## src/hw/rtl/rtvd_pkg.sv

```systemverilog
// rtvd_pkg: shared types and constants for the rolling trade volume delta block
// depends on nothing
`timescale 1ns / 1ps
`default_nettype none

package rtvd_pkg;

  typedef enum logic [1:0] {
    CMD_TRADE = 2'd0,
    CMD_OTHER = 2'd1,
    CMD_CLEAR = 2'd2,
    CMD_SPARE = 2'd3
  } cmd_t;

  typedef enum logic [1:0] {
    CFG_WINDOW     = 2'd0,
    CFG_FILTER_EN  = 2'd1,
    CFG_FILTER_SYM = 2'd2,
    CFG_NONE       = 2'd3
  } cfg_idx_t;

  typedef enum logic [2:0] {
    S_IDLE,
    S_EVICT,
    S_ADD,
    S_PREP,
    S_DIV,
    S_DONE
  } state_t;

  localparam int Q_BITS    = 15;
  localparam int STEP_W    = 4;
  localparam int RATIO_W   = 16;
  localparam int ENTRY_W   = 32;
  localparam int CNT_W     = 32;
  localparam int WIN_W     = 11;
  localparam int SYM_W     = 16;
  localparam int QTY_W     = 32;
  localparam int VOL_W     = 48;
  localparam int TOTAL_W   = 49;
  localparam int CFG_DATA_W = 16;

endpackage

`default_nettype wire

```

## src/hw/rtl/rtvd_div.sv

```systemverilog
// rtvd_div: restoring divider, one quotient bit per cycle, for the Q2.14 ratio
// depends on rtvd_pkg
`timescale 1ns / 1ps
`default_nettype none

module rtvd_div #(
  parameter int TOT_W = 49
) (
  input  wire                              clk,
  input  wire                              rst,
  input  wire                              start,
  input  wire  [TOT_W-1:0]                 mag,
  input  wire  [TOT_W-1:0]                 total,
  output logic                             done,
  output logic [rtvd_pkg::Q_BITS-1:0]      quotient
);

  logic                              busy;
  logic [rtvd_pkg::STEP_W-1:0]       cnt;
  logic [TOT_W:0]                    rem;
  logic [TOT_W-1:0]                  tot;
  logic [rtvd_pkg::Q_BITS-1:0]       q;
  logic                              ge;
  logic [TOT_W:0]                    rem_sub;

  assign ge      = rem >= {1'b0, tot};
  assign rem_sub = ge ? rem - {1'b0, tot} : rem;
  assign done    = busy && (cnt == rtvd_pkg::STEP_W'(1));
  assign quotient = (tot == '0) ? '0 : q;

  always_ff @(posedge clk) begin
    if (rst) begin
      busy <= 1'b0;
      cnt  <= '0;
    end else if (start) begin
      busy <= 1'b1;
      cnt  <= rtvd_pkg::STEP_W'(rtvd_pkg::Q_BITS);
    end else if (busy) begin
      cnt <= cnt - rtvd_pkg::STEP_W'(1);
      if (cnt == rtvd_pkg::STEP_W'(1)) begin
        busy <= 1'b0;
      end
    end
  end

  always_ff @(posedge clk) begin
    if (start) begin
      rem <= {1'b0, mag};
      tot <= total;
      q   <= '0;
    end else if (busy) begin
      rem <= {rem_sub[TOT_W-1:0], 1'b0};
      q   <= {q[rtvd_pkg::Q_BITS-2:0], ge};
    end
  end

endmodule

`default_nettype wire

```

## config.mk

```make
export PLATFORM = sky130hd
export DESIGN_NAME = rtvd_div
export DESIGN_NICKNAME = d
export VERILOG_FILES = /design/src/hw/rtl/rtvd_pkg.sv /design/src/hw/rtl/rtvd_div.sv
export SDC_FILE = /design/constraint.sdc
export NUM_CORES = 1
export LEC_CHECK = 0
export BUFFER_PORTS_ARGS = -buffer_cell sky130_fd_sc_hd__buf_2
export CORE_MARGIN = 2
export CORE_UTILIZATION = 48
export CTS_CLUSTER_DIAMETER = 200
export DETAILED_ROUTE_END_ITERATION = 10
export GPL_TIMING_DRIVEN = 0
export PLACE_DENSITY_LB_ADDON = 0.2
export SLEW_MARGIN = 20
export SYNTH_ARGS = -nofsm -noshare
export SYNTH_HDL_FRONTEND = slang
export SYNTH_SLANG_ARGS = --single-unit
```

## constraint.sdc

```tcl
create_clock -name clk -period 3.6 [get_ports clk]
set_input_delay 0.18 -clock clk [delete_from_list [all_inputs] [get_ports clk]]
set_output_delay 0.18 -clock clk [all_outputs]
set_load 0.01 [all_outputs]
```

# [Word-level counts from Yosys, hierarchy flattened]
# Index checks and enable logic that the tools add are counted.
[word_totals] register_bits=119 inputBits=101 wordCells=22
[classes] n_addsub=2 n_lt_le_gt_ge=1 eq_ne=1 muxes=9 reduce_logical=3
[ops] op="$mux W49" count=3
[ops] op="$ge A50 B49 Y1" count=1
[ops] op="$logic_not A49 Y1" count=1
[ops] op="$sub A49 B49 Y49" count=1
[ops] op="$mux W15" count=1
[ops] op="$mux W4" count=2
[ops] op="$eq A4 B1 Y1 const B" count=1
[ops] op="$sub A4 B1 Y4 const B" count=1
[ops] op="$mux W1" count=3
[ops] op="$reduce_bool A2 Y1" count=1
[ops] op="$logic_and A1 B1 Y1" count=1

# [Depth between registers and ports, before layout]
[logic_depth] depth_word=4 ltp_mapped=17

# [Worst setup path after synthesis]
# OpenSTA, ideal clock, no wires.
[synth_path] path_type="flip-flop to flip-flop" from="register rem[0]" to="register rem[46] (data pin)" setup_ns=0.254 arrival_ns=2.759 required_time_ns=3.346 path_slack_ns=0.586 stages_incl_launch_ff=17 path_buffers=3 period_less_slack_ns=3.014 cell_sequence="edfxtp_1 inv_1 ha_1 inv_1 fa_1 a211oi_1 o21ai_1 a31oi_1 o32ai_1 nand4bb_1 nand2_1 o41a_1 buf_4 buf_6 buf_2 o211ai_1 o21a_1"
[synth_via] elab_chain_cells=4 word_cells_on_any_way=5 classes_between="add/sub: 1; order compare: 1; mux: 3"
[synth_lines] item="start: declaration" line="rtvd_div.sv:20" rtl="logic [TOT_W:0] rem;"
[synth_lines] item="start signal: assignment" line="rtvd_div.sv:48" rtl="rem <= {1'b0, mag};"
[synth_lines] item="start signal: assignment" line="rtvd_div.sv:52" rtl="rem <= {rem_sub[TOT_W-1:0], 1'b0};"
[synth_lines] item="$sub A49 B49 Y49 or $ge A50 B49 Y1 (tied branches)" line="rtvd_div.sv:27, rtvd_div.sv:26"
[synth_lines] item="$mux W49 *" line="rtvd_div.sv:27" rtl="assign rem_sub = ge ? rem - {1'b0, tot} : rem;"
[synth_lines] item="$mux W49 *" line="rtvd_div.sv:51" rtl="end else if (busy) begin"
[synth_lines] item="$mux W49 *" line="rtvd_div.sv:47" rtl="if (start) begin"
# Every way passes the cells marked *; elsewhere a longest branch is shown, timed or not. The select of a mux whose other input is x is not followed.
# A chain may end at the register's enable or synchronous reset.

# [Worst setup path in the final report]
[layout_path] from="register rem[0]" to="register rem[35] (data pin)"
# The elaborated chain is that of the path after synthesis.

==> flow_summary.yaml <==
synth:
  synthArstFlopShare: 0
  synth-main-ff-cell: "edfxtp_1"
  yosysMostFrequentCell: "edfxtp_1"
  yosys-top-cells-count: "edfxtp_1 (98), a21oi_1 (72), nand2_1 (69), inv_1 (65), nor2_1 (58)"
  yosysSeqAreaShare: 0.4204
  syn_area_sq_um: 8000
  synthesis.nets: 999
  synthCells: 846
  synth_area_leaders: "edfxtp_1 (37%), ha_1 (8.0%), dfxtp_1 (5.3%), a21oi_1 (4.5%), nand2_1 (3.2%)"
  synthDistinctLibCells: 67
  ys_seq_elements: 119
  synth.avg_cell_area_sq_um: 9.456
  synth_edf_count: 98
  yosysTopAreaCellShare: 0.3678
  yosysTopAreaCell: "edfxtp_1"
  yosys_warnings: 0
placed_design:
  place_ws_ps: -106.5
  place_congestion: 0.9472
  place_hpwl_um: 16530
  portBuffers: 116
layout:
  antenna_cells: 0
  area_growth_pct: 25.40
  layout-drive-gt1-share: 0.1988
  utilization: 0.6093
  final_nets: 1181
setup_path:
  crit_slowest_cell: "fa_1"
  reg2reg_from: "rem[0]"
  critPathTopFamily: "compound AO/OA/AOI/OAI gates"
  r2r_end: "rem[35]"
  rrSetupSlack_ps: 170
  max_stage_delay_ps: 440
  critPathRequiredTime_ps: 3770
  cp-end-kind: "flop"
  cp.depth: 17
  worstPathArrival_ps: 3600
  crit_type: "reg -> reg"
  crit_start: "rem[0]"
  critical_path_buf_inv_count: 5
  cp_max_fo: 10
  start_kind: "flop"
  crit_path_end: "rem[35]"
  path_cells: "inv_1, ha_1, inv_1, fa_1, a211oi_2, o21ai_1, a31oi_2, o32ai_2, nand4bb_1, nand2_2, o41a_1, buf_4, buf_6, buf_4, nor2_1, a21oi_1, o21ai_1"
  reg2regPathDepth: 17
floorplan:
  core_area_sq_um: 16470
  start_util: 0.4859
  rows: 47
  pin_count: 117
  die_x_um: 133.1
  die_y_um: 133.1
  dieArea_sq_um: 17720
power_and_ir_drop:
  leakage_nw: 4.253
  switchingPower_mw: 2.487
  power_mw: 6.352
  comb_power_share: 0.437
  power_frac_clock: 0.264
  power_density_nw_per_um2: 633.1
  ir_worst_vdd_uv: 418.2
  swShare: 0.3915
  internal_power_mw: 3.865
  seqPwrFrac: 0.299
detailed_routing:
  drc_errors: 0
  ant_nets: 0
  wl_um: 23100
  viasPerCell: 5.611
  routedWlPerCell_um: 18.31
  vias: 7075
  dr.pass1.iters: 5
  drt_iter0_markers: 529
grt:
  grt_pass1_wl_um: 36350
  grt_use_total: 0.2671
  antenna_found_initial: 0
  grt_max_degree: 54
  overflow: 0
  grt_pass1_vias: 6924
timing:
  layout_setup_ws_ps: 169.3
  worst_pin_slew_ps: 868.6
  timing.slew.headroom: 0.4209
  fmax_ghz: 0.2915
  finalCritPeriodShare: 0.9530
  fin_skew_ps: 10.99
  hold_viol_final: 0
  final.min_clock_period_ps: 3431
  slew_viol_final: 0
  tns_ps: 0
  setup_violations: 0
clock_network:
  numCtsBuffers: 17
  tritoncts: "built"
  clk_path_buf_depth: 2
  cts.htree.levels: 4
  clock_latency_ps: 440
  cts_sinks: 119
  clk_pin_slew_ps: 60
  root_buffer: "clkbuf_16"
worst_hold_path:
  hold_class: "in -> reg"
status:
  run_status: "completed"
job:
  maxCapViolations: 0
[stage by stage]
stage	instance area [sq um]	hold slack [ps]	std cells
global placement	8856	357.3	1182
CTS	9951	6.721	1264
detailed placement	8861	358.1	1182
floorplan	8000	249.1	846
global route	10030	19.29	1261
finish	10030	13.29	1261
[registers in the layout (all words and copies together) (netlist names)]
signal  flops
busy        1
cnt         4
q          15
rem        50
tot        49
[logic make-up (layout without fill, tap and decap cells)]
group                    Yosys count  count (layout)  share of synthesized area
flip-flops                       119             119                     0.4204
buffers and inverters            111             306                    0.05818
XOR/XNOR                          39              39                    0.04270
AO/OA/AOI/OAI                    252             252                     0.2049
AND/OR/NAND/NOR                  237             237                     0.1440
multiplexers                      36              36                    0.04754
adder cells (fa/ha/maj)           52              52                    0.08226
[how the worst min path moves through the flow]
| stage | from | end | slack, ps | depth (start not counted) |
|---|---|---|---|---|
| after global routing | mag[25] | rem[25] | 20 | 2 |
| after global placement | total[26] | tot[26] | 360 | 1 |
| final | mag[40] | rem[40] | 10 | 2 |
| after CTS | mag[25] | rem[25] | 7 | 2 |
| after detailed placement | total[1] | tot[1] | 360 | 1 |
| after floorplan | rst | cnt[0] | 250 | 1 |
[per-layer routing]
metal | track usage | part of all wire | vias up
met1 | 0.3687 | 0.47 | 3300
met4 | 0.08629 | 0.020 | 0
li1 | - | - | 3476
met5 | 0 | 0 | -
met3 | 0.05898 | 0.067 | 40
met2 | 0.4211 | 0.44 | 259
[worst reg2reg max path: stages (launching register included)]
cell       delay (ps)
edfxtp_1          380
inv_1              70
ha_1              160
inv_1              50
fa_1              440
a211oi_2          290
o21ai_1           120
a31oi_2           240
o32ai_2           120
nand4bb_1         200
nand2_2           140
o41a_1            150
buf_4             140
buf_6             150
buf_4             220
nor2_1             70
a21oi_1           130
o21ai_1            80
[timing repair]
| item | CTS | global route |
|---|---|---|
| setup buffers | 0 | 1 |
| hold buffers | 50 | 0 |
| endpoints found under the setup margin | 21 | 55 |
| pin swaps | 0 | 2 |
| gates resized for setup | 4 | 21 |
| hold endpoints to repair | 54 | 0 |
[power by group through the flow]
stage	sequential [mW]	combinational (mW)	clock (mW)
after floorplan	1.87	1.98	0
after global placement	1.92	2.58	0
after detailed placement	1.92	2.61	0
after CTS	1.90	2.68	1.69
after global routing	1.92	3.05	1.75
final	1.90	2.77	1.68
[area by class of cell]
class | count | area (sq um)
Multi-Input combinational cell | 616 | 4255
Sequential cell | 119 | 3363
Fill cell | 1469 | 6434
Tap cell | 220 | 275.3
Buffer | 40 | 219.0
Timing Repair Buffer | 167 | 1091
Clock inverter | 14 | 126.4
Inverter | 67 | 251.5
Clock buffer | 18 | 450.4
[placed cells by master (no fill, tap or decap), types with 10 or more instances in the layout]
cell           Yosys  layout
buf_2             12     122
nand4_1           14      14
edfxtp_1          98      98
clkbuf_16          0      18
dlygate4sd3_1      0      50
a21oi_1           72      70
xor2_1            18      18
o21bai_1          10      10
o21ai_0           28      26
o21ai_1           34      36
xnor2_1           21      21
mux2i_1           20      20
nor2_1            58      57
a21o_1            29      29
nor4_1            13      11
mux2_2            15      15
nand2_1           69      68
nor3_1            12      10
clkbuf_1          22      18
nand3_1           19      19
dfxtp_1           21      21
nor2b_1           19      19
ha_1              51      50
a211oi_1          13      11
o21a_1            18      18
inv_1             65      65
Note: power is estimated with default switching activity, not from simulation.
